==> src/sv/rrpf_pkg.sv <==
package rrpf_pkg;

    // coordinate, offset, size, radius and tile widths
    localparam int COORD_W = 12;
    localparam int OFS_W   = 14;
    localparam int SIZE_W  = 11;
    localparam int RAD_W   = 10;
    localparam int SQ_W    = 2 * RAD_W;
    localparam int TILE_W  = 64;
    localparam int IDX_W   = 3;

    // configuration register indexes
    localparam logic [IDX_W-1:0] CFG_AREA_LEFT     = 3'd0;
    localparam logic [IDX_W-1:0] CFG_AREA_TOP      = 3'd1;
    localparam logic [IDX_W-1:0] CFG_AREA_WIDTH    = 3'd2;
    localparam logic [IDX_W-1:0] CFG_AREA_HEIGHT   = 3'd3;
    localparam logic [IDX_W-1:0] CFG_CORNER_RADIUS = 3'd4;
    localparam logic [IDX_W-1:0] CFG_TILE_BITS     = 3'd5;

    typedef logic signed [COORD_W-1:0] coord_t;
    typedef logic signed [OFS_W-1:0]   ofs_t;

    typedef struct packed {
        coord_t              left;
        coord_t              top;
        logic [SIZE_W-1:0]   width;
        logic [SIZE_W-1:0]   height;
        logic [RAD_W-1:0]    radius;
        logic [TILE_W-1:0]   tile;
    } cfg_t;

    // offsets from the area origin
    typedef struct packed {
        ofs_t dx;
        ofs_t dy;
    } offset_t;

    // classified pixel: bounds, corner hit, tile bit, distances to centre
    typedef struct packed {
        logic             in_area;
        logic             corner;
        logic             pattern;
        logic [RAD_W-1:0] dist_x;
        logic [RAD_W-1:0] dist_y;
    } class_t;

    // squared distances
    typedef struct packed {
        logic            in_area;
        logic            corner;
        logic            pattern;
        logic [SQ_W-1:0] sq_x;
        logic [SQ_W-1:0] sq_y;
        logic [SQ_W-1:0] sq_r;
    } square_t;

endpackage

==> src/sv/rrpf_cfg.sv <==
module rrpf_cfg (
    input  logic                     clk,
    input  logic                     rst_n,
    input  logic                     cfg_write,
    input  logic [rrpf_pkg::IDX_W-1:0]  cfg_index,
    input  logic [rrpf_pkg::TILE_W-1:0] cfg_data,
    output rrpf_pkg::cfg_t           cfg
);
    import rrpf_pkg::*;

    cfg_t cfg_reg;
    cfg_t cfg_next;

    always_comb
    begin
        cfg_next = cfg_reg;
        if (cfg_write)
        begin
            unique case (cfg_index)
                CFG_AREA_LEFT:     cfg_next.left   = coord_t'(cfg_data[COORD_W-1:0]);
                CFG_AREA_TOP:      cfg_next.top    = coord_t'(cfg_data[COORD_W-1:0]);
                CFG_AREA_WIDTH:    cfg_next.width  = cfg_data[SIZE_W-1:0];
                CFG_AREA_HEIGHT:   cfg_next.height = cfg_data[SIZE_W-1:0];
                CFG_CORNER_RADIUS: cfg_next.radius = cfg_data[RAD_W-1:0];
                CFG_TILE_BITS:     cfg_next.tile   = cfg_data;
                default:           cfg_next = cfg_reg;
            endcase
        end
    end

    always_ff @(posedge clk or negedge rst_n)
    begin
        if (!rst_n)
        begin
            cfg_reg <= '0;
        end
        else
        begin
            cfg_reg <= cfg_next;
        end
    end

    assign cfg = cfg_reg;

endmodule

==> src/sv/rrpf_offset.sv <==
module rrpf_offset (
    input  logic              clk,
    input  logic              rst_n,
    input  rrpf_pkg::cfg_t    cfg,
    input  logic              up_valid,
    output logic              up_ready,
    input  rrpf_pkg::coord_t  pixel_x,
    input  rrpf_pkg::coord_t  pixel_y,
    output logic              dn_valid,
    input  logic              dn_ready,
    output rrpf_pkg::offset_t dn_data
);
    import rrpf_pkg::*;

    logic    valid_reg;
    offset_t data_reg;
    offset_t data_next;

    always_comb
    begin
        data_next.dx = ofs_t'(pixel_x) - ofs_t'(cfg.left);
        data_next.dy = ofs_t'(pixel_y) - ofs_t'(cfg.top);
    end

    assign up_ready = !valid_reg || dn_ready;

    always_ff @(posedge clk or negedge rst_n)
    begin
        if (!rst_n)
        begin
            valid_reg <= 1'b0;
        end
        else if (up_ready)
        begin
            valid_reg <= up_valid;
        end
    end

    always_ff @(posedge clk)
    begin
        if (up_ready && up_valid)
        begin
            data_reg <= data_next;
        end
    end

    assign dn_valid = valid_reg;
    assign dn_data  = data_reg;

endmodule

==> src/sv/rrpf_classify.sv <==
module rrpf_classify (
    input  logic              clk,
    input  logic              rst_n,
    input  rrpf_pkg::cfg_t    cfg,
    input  logic              up_valid,
    output logic              up_ready,
    input  rrpf_pkg::offset_t up_data,
    output logic              dn_valid,
    input  logic              dn_ready,
    output rrpf_pkg::class_t  dn_data
);
    import rrpf_pkg::*;

    logic   valid_reg;
    class_t data_reg;
    class_t data_next;

    ofs_t w;
    ofs_t h;
    ofs_t r;
    ofs_t dist_l;
    ofs_t dist_r;
    ofs_t dist_t;
    ofs_t dist_b;
    logic in_l;
    logic in_r;
    logic in_t;
    logic in_b;
    logic sel_left;
    logic sel_top;
    logic hit;

    always_comb
    begin
        w = ofs_t'({1'b0, cfg.width});
        h = ofs_t'({1'b0, cfg.height});
        r = ofs_t'({1'b0, cfg.radius});

        in_l = up_data.dx < r;
        in_r = up_data.dx >= w - r;
        in_t = up_data.dy < r;
        in_b = up_data.dy >= h - r;

        // distances to the corner centres; 1..r inside a corner square
        dist_l = r - up_data.dx;
        dist_r = up_data.dx - w + r + 14'sd1;
        dist_t = r - up_data.dy;
        dist_b = up_data.dy - h + r + 14'sd1;

        // top-left, top-right, bottom-left, bottom-right: first match wins
        sel_left = 1'b0;
        sel_top  = 1'b0;
        hit      = 1'b1;
        priority if (in_l && in_t)
        begin
            sel_left = 1'b1;
            sel_top  = 1'b1;
        end
        else if (in_r && in_t)
        begin
            sel_top = 1'b1;
        end
        else if (in_l && in_b)
        begin
            sel_left = 1'b1;
        end
        else if (in_r && in_b)
        begin
            hit = 1'b1;
        end
        else
        begin
            hit = 1'b0;
        end

        data_next.in_area = (up_data.dx >= 14'sd0) && (up_data.dx < w)
                         && (up_data.dy >= 14'sd0) && (up_data.dy < h);
        data_next.corner = data_next.in_area && hit;
        // byte = row, bit 7 is column 0
        data_next.pattern = cfg.tile[{up_data.dy[2:0], ~up_data.dx[2:0]}];
        data_next.dist_x  = sel_left ? dist_l[RAD_W-1:0] : dist_r[RAD_W-1:0];
        data_next.dist_y  = sel_top  ? dist_t[RAD_W-1:0] : dist_b[RAD_W-1:0];
    end

    assign up_ready = !valid_reg || dn_ready;

    always_ff @(posedge clk or negedge rst_n)
    begin
        if (!rst_n)
        begin
            valid_reg <= 1'b0;
        end
        else if (up_ready)
        begin
            valid_reg <= up_valid;
        end
    end

    always_ff @(posedge clk)
    begin
        if (up_ready && up_valid)
        begin
            data_reg <= data_next;
        end
    end

    assign dn_valid = valid_reg;
    assign dn_data  = data_reg;

endmodule

==> src/sv/rrpf_clip.sv <==
module rrpf_clip (
    input  logic             clk,
    input  logic             rst_n,
    input  rrpf_pkg::cfg_t   cfg,
    input  logic             up_valid,
    output logic             up_ready,
    input  rrpf_pkg::class_t up_data,
    output logic             dn_valid,
    input  logic             dn_ready,
    output logic             ink,
    output logic             inside_area,
    output logic             corner_clipped
);
    import rrpf_pkg::*;

    logic    sq_valid_reg;
    square_t sq_reg;
    square_t sq_next;
    logic    sq_ready;

    logic    out_valid_reg;
    logic    ink_reg;
    logic    inside_reg;
    logic    clipped_reg;
    logic    ink_next;
    logic    clipped_next;
    logic [SQ_W:0] sum;

    // squaring stage
    always_comb
    begin
        sq_next.in_area = up_data.in_area;
        sq_next.corner  = up_data.corner;
        sq_next.pattern = up_data.pattern;
        sq_next.sq_x    = {{RAD_W{1'b0}}, up_data.dist_x} * {{RAD_W{1'b0}}, up_data.dist_x};
        sq_next.sq_y    = {{RAD_W{1'b0}}, up_data.dist_y} * {{RAD_W{1'b0}}, up_data.dist_y};
        sq_next.sq_r    = {{RAD_W{1'b0}}, cfg.radius} * {{RAD_W{1'b0}}, cfg.radius};
    end

    assign up_ready = !sq_valid_reg || sq_ready;

    always_ff @(posedge clk or negedge rst_n)
    begin
        if (!rst_n)
        begin
            sq_valid_reg <= 1'b0;
        end
        else if (up_ready)
        begin
            sq_valid_reg <= up_valid;
        end
    end

    always_ff @(posedge clk)
    begin
        if (up_ready && up_valid)
        begin
            sq_reg <= sq_next;
        end
    end

    // compare and output stage
    always_comb
    begin
        sum          = {1'b0, sq_reg.sq_x} + {1'b0, sq_reg.sq_y};
        clipped_next = sq_reg.corner && (sum > {1'b0, sq_reg.sq_r});
        ink_next     = sq_reg.in_area && !clipped_next && sq_reg.pattern;
    end

    assign sq_ready = !out_valid_reg || dn_ready;

    always_ff @(posedge clk or negedge rst_n)
    begin
        if (!rst_n)
        begin
            out_valid_reg <= 1'b0;
        end
        else if (sq_ready)
        begin
            out_valid_reg <= sq_valid_reg;
        end
    end

    always_ff @(posedge clk)
    begin
        if (sq_ready && sq_valid_reg)
        begin
            ink_reg     <= ink_next;
            inside_reg  <= sq_reg.in_area;
            clipped_reg <= clipped_next;
        end
    end

    assign dn_valid       = out_valid_reg;
    assign ink            = ink_reg;
    assign inside_area    = inside_reg;
    assign corner_clipped = clipped_reg;

endmodule

==> src/sv/rounded_rect_pattern_fill.sv <==
// Rounded-rectangle fill with an 8x8 tile pattern.
// Input channel: pixel_x/pixel_y with in_valid; the block holds in_stall high
// when it cannot take the item. Output channel: ink, inside_area and
// corner_clipped with out_valid; the receiver holds out_stall high to stall.
// Configuration: cfg_write with cfg_index (0 left, 1 top, 2 width, 3 height,
// 4 corner radius, 5 tile bits) and cfg_data; write only while the block is
// empty. Reset clears the configuration registers to zero.
// Path: the offset register loads on the accepting edge, then the classify,
// square and compare registers in turn; out_valid comes from the last one.
// Throughput: one item per clock; every stage is a register with its own
// valid bit, so a new item enters every cycle the pipe is moving.
// Stall: each stage loads whenever it is empty or the next one moves, so
// bubbles are squeezed out; in_stall rises only with all four stages full
// and out_stall high. Nothing is dropped or repeated.
// Reset (rst_n low, asynchronous) empties the pipe and clears the configuration.
module rounded_rect_pattern_fill (
    input  logic                        clk,
    input  logic                        rst_n,
    input  logic                        cfg_write,
    input  logic [rrpf_pkg::IDX_W-1:0]  cfg_index,
    input  logic [rrpf_pkg::TILE_W-1:0] cfg_data,
    input  logic                        in_valid,
    output logic                        in_stall,
    input  logic signed [11:0]          pixel_x,
    input  logic signed [11:0]          pixel_y,
    output logic                        out_valid,
    input  logic                        out_stall,
    output logic                        ink,
    output logic                        inside_area,
    output logic                        corner_clipped
);
    import rrpf_pkg::*;

    cfg_t    cfg;

    // stage handshakes
    logic    s1_ready;
    logic    s1_valid;
    offset_t s1_data;
    logic    s2_ready;
    logic    s2_valid;
    class_t  s2_data;
    logic    s3_ready;

    rrpf_cfg u_cfg (
        .clk       (clk),
        .rst_n     (rst_n),
        .cfg_write (cfg_write),
        .cfg_index (cfg_index),
        .cfg_data  (cfg_data),
        .cfg       (cfg)
    );

    // offsets from the area origin
    rrpf_offset u_offset (
        .clk      (clk),
        .rst_n    (rst_n),
        .cfg      (cfg),
        .up_valid (in_valid),
        .up_ready (s1_ready),
        .pixel_x  (pixel_x),
        .pixel_y  (pixel_y),
        .dn_valid (s1_valid),
        .dn_ready (s2_ready),
        .dn_data  (s1_data)
    );

    // bounds, corner choice, distances to the centre, tile bit
    rrpf_classify u_classify (
        .clk      (clk),
        .rst_n    (rst_n),
        .cfg      (cfg),
        .up_valid (s1_valid),
        .up_ready (s2_ready),
        .up_data  (s1_data),
        .dn_valid (s2_valid),
        .dn_ready (s3_ready),
        .dn_data  (s2_data)
    );

    // squares, circle test and output register
    rrpf_clip u_clip (
        .clk            (clk),
        .rst_n          (rst_n),
        .cfg            (cfg),
        .up_valid       (s2_valid),
        .up_ready       (s3_ready),
        .up_data        (s2_data),
        .dn_valid       (out_valid),
        .dn_ready       (!out_stall),
        .ink            (ink),
        .inside_area    (inside_area),
        .corner_clipped (corner_clipped)
    );

    assign in_stall = !s1_ready;

`ifndef SYNTHESIS
    a_clip_inside: assert property (@(posedge clk) disable iff (!rst_n)
        out_valid && corner_clipped |-> inside_area)
        else $error("corner clip on a pixel outside the area");

    a_ink_kept: assert property (@(posedge clk) disable iff (!rst_n)
        out_valid && ink |-> inside_area && !corner_clipped)
        else $error("ink on an outside or clipped pixel");

    a_stall_full: assert property (@(posedge clk) disable iff (!rst_n)
        in_stall |-> out_valid && out_stall && s1_valid && s2_valid)
        else $error("input stalled while the pipe has room");
`endif

endmodule
==> config.mk <==
export PLATFORM = sky130hd
export DESIGN_NAME = rounded_rect_pattern_fill
export DESIGN_NICKNAME = d
export VERILOG_FILES = /design/src/sv/rrpf_pkg.sv /design/src/sv/rrpf_cfg.sv /design/src/sv/rrpf_offset.sv /design/src/sv/rrpf_classify.sv /design/src/sv/rrpf_clip.sv /design/src/sv/rounded_rect_pattern_fill.sv
export SDC_FILE = /design/constraint.sdc
export NUM_CORES = 1
export LEC_CHECK = 0
export BUFFER_PORTS_ARGS = -buffer_cell sky130_fd_sc_hd__buf_2
export CORE_AREA = 3 3 283 285
export CTS_CLUSTER_DIAMETER = 60
export CTS_CLUSTER_SIZE = 28
export DETAILED_ROUTE_END_ITERATION = 7
export DIE_AREA = 0 0 286 288
export PLACE_DENSITY = 0.48
export SKIP_CTS_REPAIR_TIMING = 1
export SYNTH_ARGS = -nofsm -noshare
export SYNTH_HDL_FRONTEND = slang
export SYNTH_SLANG_ARGS = --single-unit
==> constraint.sdc <==
create_clock -name clk -period 4.85 [get_ports clk]
set_input_delay 0.485 -clock clk [delete_from_list [all_inputs] [get_ports clk]]
set_output_delay 0.485 -clock clk [all_outputs]
set_load 0.1 [all_outputs]
## After elaboration in Yosys (flattened, before gate mapping)

Cells that the tools add are included.

- Output and inout port bits: 5
- Bits of input ports: 96
- Bits in registers: 239

- Magnitude comparators: 10
- Reductions and logical operators: 33
- Multiply operators: 3
- Equal/unequal tests: 5
- Add/subtract/negate cells: 13
- Muxes and demuxes: 13
- Bitwise operators: 1

Operators with widths:

| operator | number |
|---|---|
| 10-bit by 10-bit multiplier with 20-bit output | 3 |
| 10-bit subtractor | 4 |
| 13-bit by 1-bit >= comparator with 1-bit output (second input constant) | 2 |
| 13-bit by 12-bit >= comparator with 1-bit output | 2 |
| 13-bit by 11-bit < comparator with 1-bit output | 2 |
| 13-bit by 12-bit < comparator with 1-bit output | 2 |
| 12-bit by 12-bit subtractor with 13-bit output | 2 |
| 11-bit by 10-bit subtractor with 12-bit output | 2 |
| 20-bit by 20-bit adder with 21-bit output | 1 |
| 21-bit by 20-bit > comparator with 1-bit output | 1 |
| 10-bit adder | 2 |
| 10-bit by 2-bit adder with 10-bit output (second input constant) | 2 |
| 10-bit two-way mux | 2 |
| 1-bit logical AND | 15 |
| 2-bit AND reduction | 6 |
| 1-bit two-way mux | 10 |
| 1-bit zero test | 7 |
| 6-bit by 7-bit < comparator with 1-bit output (second input constant) | 1 |
| 1-bit binary-select mux with 6-bit select | 1 |
| 3-bit by 2-bit equality test with 1-bit output (second input constant) | 2 |
| 3-bit equality test (second input constant) | 2 |
| 1-bit logical OR | 4 |
| 3-bit by 1-bit equality test with 1-bit output (second input constant) | 1 |
| 3-bit zero test | 1 |
| 3-bit inverter | 1 |

## Depth between registers and ports, before layout

Gate-level depths: netlist of the first run.

- Word-level depth: 8
- Mapped depth: 20
- Depth with buffers taken out: 19

## Hierarchy

A second synthesis of the first run with hierarchy kept.

- Cell total of the unflattened synthesis: 2,299
- Area, all modules: 24,140.7 um2

By module, submodules not included:

| module | area an instance (um2) | cells each | sequential area each (um2) | instances |
|---|---|---|---|---|
| rrpf_clip | 11,247.0 | 1,168 | 1,941.9 | 1 |
| rrpf_classify | 5,929.4 | 659 | 715.7 | 1 |
| rrpf_cfg | 4,835.9 | 258 | 3,002.9 | 1 |
| rrpf_offset | 2,120.8 | 212 | 805.8 | 1 |
| rounded_rect_pattern_fill | 7.5 | 2 | 0.0 | 1 |

## Worst setup path before layout of the first run

No wires, ideal clock.

- Path type: register to register
- From: register u_classify.data_reg, in the netlist u_classify.dn_data[11]
- To: register u_clip.sq_reg[58] (netlist name), data pin
- Arrival: 4.987 ns
- Clock period less this slack: 5.249 ns
- Cell stages (with the launch flop): 18
- Buffers on the path: 1
- Setup slack: -0.399 ns
- Required time: 4.588 ns
- Cells stage by stage: edfxtp_1 clkbuf_1 and2_1 fa_1 fa_1 ha_1 fa_1 inv_1 fa_1 inv_1 ha_1 a21o_1 a221o_1 a211o_1 o41ai_2 o21ai_1 mux2i_1 nand3_1

RTL lines:

| item | line | source |
|---|---|---|
| start, declared | rrpf_classify.sv:15 | `class_t data_reg;` |
| start signal, assigned | rrpf_classify.sv:103 | `data_reg <= data_next;` |
| end signal, assigned | rrpf_clip.sv:58 | `sq_reg <= sq_next;` |
| end, declared | rrpf_clip.sv:17 | `square_t sq_reg;` |

==> flow_summary_export.csv, run 1 <==
group,metric,value,unit
status,run_status,"complete, but fails checks",
status,violations,"setup timing",
yosys,ys.flop_type,"dfrtp_1",
routing,antenna_left,0,
yosys,yosys.area.top_type_share,0.1784,
cells_and_area,largest_reg_flops,120,
cells_and_area,synthToLayoutAreaGrowth,20.96,%
cells_and_area,regArea,6472,sq um
sta,finalCritPeriodShare,1.053,
clock_network,cts_tree,"built",
worst_setup_path,cp-end-kind,"register",
clock_network,cts_num_sinks,236,
routing,route.final.wire_length,58630,um
worst_setup_path,worst_path_max_delay_cell,"fa_1",
routing,post_drt_wl_per_cell,16.02,um
global_routing,grt_pass1_vias,17740,
job,drv_cap,0,
sta,skew,0.03262,ns
worst_setup_path,crit_arrival,5.39,ns
sta,final-hold-violation-count,0,
sta,rsz0062_at_grt,"true",
worst_setup_path,crit_fanout,4,
clock_network,clockRootBuffer,"clkbuf_16",
cells_and_area,multiInputGateArea,16060,sq um
floorplanning,io_pins,101,
worst_setup_path,rr_startpoint,"u_classify.dn_data[15]",
routing,drt_iter0_drc,683,
floorplanning,rows,102,
worst_setup_path,r2r_cells,16,
worst_setup_path,cp_data_required_time,5.13,ns
clock_network,clkLatencyLatePin,0.57,ns
worst_setup_path,cpMostUsedCell,"fa_1",
hold_path,hp-start,"cfg_data[23]",
routing,drcViolationCount,0,
yosys,synth_edf_count,112,
sta,maxSlewHeadroom,0.2182,
routing,routed_via_density,4.659,
yosys,synthTopCellsByCount,"inv_1, ha_1, fa_1",
yosys,yosysMostFrequentCell,"inv_1",
yosys,ys_ff_latch,236,
clock_network,clk_pin_slew,0.08,ns
yosys,yosys_warnings,0,
cells_and_area,utilization,0.3640,
placed_design,io_buffers,100,
sta,setup_ws,-0.2553,ns
global_routing,grt_start_max_net_pins,65,
global_routing,antenna_found_initial,1,
global_routing,track_usage,0.1406,
worst_setup_path,cp-start-kind,"register",
floorplanning,start_util,0.3009,
sta,tightest_slew,1.168,ns
routing,drt_first_pass_iters,5,
yosys,synth_cell_type_count,66,
sta,finalSetupViolCount,8,
sta,min_period,5.105,ns
worst_setup_path,worst-path-buf-inv,2,
yosys,avgSynthCellArea,10.15,sq um
floorplanning,die_w,286,um
cells_and_area,nNetsFinal,3192,
floorplanning,die_area,82370,sq um
clock_network,cts_buffers,26,
worst_setup_path,r2r-end,"u_clip.sq_reg[58]",
yosys,synth-seq-area-share,0.2769,
placed_design,gp_congestion,0.8281,
hold_path,min_path_type,"in -> reg",
global_routing,grt_overflow_total,0,
sta,drv_slew,0,
cells_and_area,num-fill-cells,7823,
clock_network,clk_path_buf_depth,3,
yosys,async_flop_share,0.5254,
placed_design,dp_hpwl,48350,um
cells_and_area,num_antenna_cells,0,
worst_setup_path,crit_type,"reg -> reg",
floorplanning,die_h,288,um
hold_path,hold_end,"u_cfg.cfg[23]",
global_routing,grt_pass1_wl,93790,um
yosys,post_synth_instance_area,23350,sq um
worst_setup_path,cp_top_family,"adder cells",
clock_network,h-tree-depth,1,
floorplanning,core_area,77590,sq um
yosys,netlist_instances,2301,
yosys,synth_top_area_cell,"ha_1",
worst_setup_path,crit_chain,"and2_4, fa_1, fa_1, ha_1, fa_1, inv_1, fa_1, inv_2, ha_4, a21o_1, a221o_1, a211o_1, o41ai_4, o21ai_2, mux2i_1, nand3_1",
worst_setup_path,reg2reg_slack,-0.26,ns
sta,fmax,195.9,MHz
cells_and_area,drive_above_1_share,0.2295,
worst_setup_path,max_stage_delay,0.55,ns
yosys,synthTopCellsByArea,"ha_1, edfxtp_1, fa_1",
yosys,syn-num-nets,2894,
hold_path,hold_depth,2,
routing,vias,17050,
-- worst reg2reg max path, stage by stage, from the launching register on --
cell and delay (ns):
edfxtp_1 0.45, and2_4 0.20, fa_1 0.55, fa_1 0.42, ha_1 0.32, fa_1 0.48, inv_1 0.05, fa_1 0.49
inv_2 0.05, ha_4 0.22, a21o_1 0.20, a221o_1 0.34, a211o_1 0.32, o41ai_4 0.41, o21ai_2 0.11, mux2i_1 0.16
nand3_1 0.08
-- cells by family after synthesis --
kind of cell	synth area share
simple gates	0.1122
mux	0.06885
fa+ha+maj	0.3190
buf+inv	0.06258
compound gates	0.1087
flops	0.2769
xor+xnor	0.05176
-- layout make-up --
| class | count | share of cell area |
|---|---|---|
| timing repair buffer | 312 | 0.07571 |
| multi-input combinational | 1680 | 0.5687 |
| sequential | 236 | 0.2292 |
| clock inverter | 20 | 0.009834 |
| clock buffer | 28 | 0.02405 |
| inverter | 343 | 0.04647 |
| tap | 1040 | 0.04607 |
-- layout by cell type (no fill, tap or decap), drive strengths merged, types with 7 or more instances in the layout --
| cell type | instances |
|---|---|
| a31oi | 16 |
| a21o | 41 |
| o2111ai | 7 |
| or3 | 11 |
| buf | 311 |
| nor3b | 7 |
| edfxtp | 112 |
| or2 | 7 |
| mux2 | 83 |
| o21bai | 10 |
| a21oi | 91 |
| dfrtp | 124 |
| o211ai | 7 |
| inv | 344 |
| nor4 | 11 |
| nor3 | 42 |
| nand3 | 20 |
| a31o | 8 |
| xnor2 | 106 |
| and2 | 59 |
| nor2b | 40 |
| xor2 | 32 |
| clkinv | 16 |
| o21ai | 113 |
| ha | 333 |
| and3 | 21 |
| clkbuf | 28 |
| a21boi | 11 |
| a211oi | 19 |
| nand4 | 19 |
| mux4 | 21 |
| fa | 164 |
| o21a | 26 |
| nand2 | 147 |
| nor2 | 107 |
| mux2i | 20 |
| nand2b | 23 |
-- stage by stage --
stage	area (sq um)	std cells	TNS [ns]	setup slack (ns)	hold slack [ns]
detailed placement	26450	3585	-2.520	-0.4801	0.4135
global placement	26450	3585	-1.269	-0.3907	0.4126
CTS	27400	3633	-3.796	-0.5107	-0.1592
finish	28240	3659	-0.9016	-0.2553	0.1409
floorplan	23400	2301	-0.3076	-0.1860	0.1894
global route	28240	3659	-3.187	-0.5114	0.1115
-- metal layers --
layer  vias to the layer above  part of all wire  GRT usage
li1                       8516                 -          -
met1                      8259              0.46     0.1863
met2                       191              0.48     0.2434
met3                        78             0.025    0.01433
met4                         2             0.032    0.03979
met5                         -           0.00022          0
-- how the worst max path moves through the flow --
stage | startpoint | cells past startpoint | endpoint
floorplan | u_classify.dn_data[11] | 17 | u_clip.sq_reg[58]
global placement | u_classify.dn_data[3] | 16 | u_clip.sq_reg[39]
detailed placement | u_classify.dn_data[2] | 19 | u_clip.sq_reg[39]
CTS | u_classify.dn_data[2] | 17 | u_clip.sq_reg[39]
global route | u_classify.dn_data[15] | 16 | u_clip.sq_reg[58]
finish | u_classify.dn_data[15] | 16 | u_clip.sq_reg[58]
Power of run 1 is not shown: default switching activity piles up to over one toggle a cycle in this logic, so the estimate is an artifact.
==> inputs of run 2 (changes only) <==
RECOVER_POWER = 100   (was default)
==> run 2 against run 1 <==
Effect of this change:
- the flow finishes with violations (capacitance limit, slew limit, setup timing)
- final area shrank 0.31%
- first-iteration DRC count down 1.8%
- final cell count unchanged
- critical path depth did not move
- critical endpoint unchanged
- highest routed layer unchanged
==> flow_summary_export.csv, run 2 (synthesis results as in run 1) <==
group,metric,value,unit
worst_setup_path,crit_fanout,4,
floorplanning,start_util,0.3009,
global_routing,track_usage,0.1406,
worst_setup_path,max_stage_delay,0.55,ns
sta,min_period,5.101,ns
routing,vias,17070,
sta,rsz0062_at_grt,"true",
global_routing,use_met2,0.2434,
worst_setup_path,r2r_cells,16,
sta,drv_slew,253,
sta,setup_ws,-0.2514,ns
clock_network,clk_path_buf_depth,3,
routing,drt_iter0_drc,671,
placed_design,gp_congestion,0.8281,
floorplanning,io_pins,101,
cells_and_area,final_cells,3659,
worst_setup_path,cp-end-kind,"register",
global_routing,grt_start_max_net_pins,65,
routing,route.final.wire_length,58540,um
sta,skew,0.03097,ns
clock_network,clk_pin_slew,0.08,ns
status,violations,"capacitance limit, slew limit, setup timing",
global_routing,grt_pass1_vias,17740,
sta,fmax,196.0,MHz
worst_setup_path,crit_type,"reg -> reg",
cells_and_area,largest_reg_flops,120,
hold_path,min_path_type,"in -> reg",
worst_setup_path,worst_path_max_delay_cell,"fa_1",
routing,post_drt_wl_per_cell,16.00,um
cells_and_area,nNetsFinal,3192,
cells_and_area,num_antenna_cells,0,
global_routing,grt_pass1_wl,93790,um
worst_setup_path,rr_startpoint,"u_classify.dn_data[15]",
routing,drt_first_pass_iters,5,
global_routing,top_usage_layer,"met2",
sta,maxSlewHeadroom,-1.286,
placed_design,dp_hpwl,48350,um
floorplanning,die_area,82370,sq um
routing,antenna_left,0,
global_routing,grt_overflow_total,0,
floorplanning,core_area,77590,sq um
placed_design,io_buffers,100,
sta,tightest_slew,3.429,ns
cells_and_area,drive_above_1_share,0.2199,
global_routing,grtUsageMet1,0.1863,
floorplanning,die_h,288,um
floorplanning,die_w,286,um
floorplanning,rows,102,
worst_setup_path,endpoint,"u_clip.sq_reg[58]",
clock_network,cts_num_sinks,236,
sta,finalCritPeriodShare,1.052,
clock_network,clockRootBuffer,"clkbuf_16",
placed_design,place_inst,3585,
routing,routed_via_density,4.664,
worst_setup_path,startpoint,"u_classify.dn_data[15]",
status,run_status,"complete, but fails checks",
routing,drcViolationCount,0,
worst_setup_path,cpMostUsedCell,"fa_1",
clock_network,h-tree-depth,1,
worst_setup_path,cp_data_required_time,5.13,ns
clock_network,cts_buffers,26,
worst_setup_path,crit_arrival,5.38,ns
cells_and_area,final_common_cell,"inv_1",
worst_setup_path,crit_chain,"and2_4, fa_1, fa_1, ha_1, fa_1, inv_1, fa_1, inv_2, ha_4, a21o_1, a221o_1, a211o_1, o41ai_4, o21ai_2, mux2i_1, nand3_1",
job,drv_cap,8,
cells_and_area,synthToLayoutAreaGrowth,20.58,%
global_routing,antenna_found_initial,1,
worst_setup_path,r2r-end,"u_clip.sq_reg[58]",
sta,finalSetupViolCount,16,
sta,final-hold-violation-count,0,
worst_setup_path,cp-start-kind,"register",
clock_network,cts_tree,"built",
worst_setup_path,reg2reg_slack,-0.25,ns
clock_network,clkLatencyLatePin,0.57,ns
cells_and_area,layout_common_cells,"inv_1, ha_1, buf_4, fa_1, nand2_1",
global_routing,grtUsageMet3,0.01433,
[run 2: changes by cell type in the layout (fill, tap and decap cells not counted), sizes merged]
cell      change
buf          -25
clkbuf       +25
clkinvlp      +1
inv           -1
[run 2: layout make-up]
cell class	instances	area (sq um)
flip-flops and latches	236	6471
clock buffers	28	679.4
well taps	1040	1301
multi-input cells	1680	16040
inverters	343	1311
repair buffers	312	2076
fillers	7843	49440
clock inverters	20	277.8
[run 2: worst min path at each step]
stage	depth (start not counted)	slack, ns	endpoint	start
final	2	0.14	u_cfg.cfg[23]	cfg_data[23]
after global routing	2	0.11	u_cfg.cfg[41]	cfg_data[41]
after CTS	1	-0.16	u_cfg.cfg[58]	rst_n
after detailed placement	0	0.41	u_clip.sq_reg[62]	u_classify.dn_data[22]
after global placement	0	0.41	u_clip.sq_reg[62]	u_classify.dn_data[22]
after floorplan	0	0.19	u_cfg.cfg[0]	rst_n
[run 2: worst max-delay path: cells and delay by family, from the launching register on]
kind	cells	cell delay, ns
buffers and inverters	2	0.10
multiplexers	1	0.16
AO/OA/AOI/OAI	5	1.38
AND/OR/NAND/NOR	2	0.28
flip-flops	1	0.45
adder cells (fa/ha/maj)	6	2.48
[run 2: through the flow]
stage,cell area (sq um),worst slack (ns),util,hold WS [ns],setup TNS [ns]
after global routing,28160,-0.5110,0.3629,0.1119,-7.111
after detailed placement,26450,-0.4801,0.3408,0.4135,-2.520
after global placement,26450,-0.3907,0.3408,0.4126,-1.269
after floorplan,23400,-0.1860,-,0.1894,-0.3076
final,28160,-0.2514,0.3629,0.1423,-1.562
after CTS,27400,-0.5107,0.3532,-0.1592,-3.796
[run 2: layer usage]
metal  vias to the layer above  part of all wire  routed length (um)
met4                         2             0.032                1886
met3                        79             0.026                1543
met1                      8265              0.46               26690
li1                       8516                 -                   -
met5                         -           0.00022                  13
met2                       204              0.49               28410
Power of run 2 is left out for the same reason.
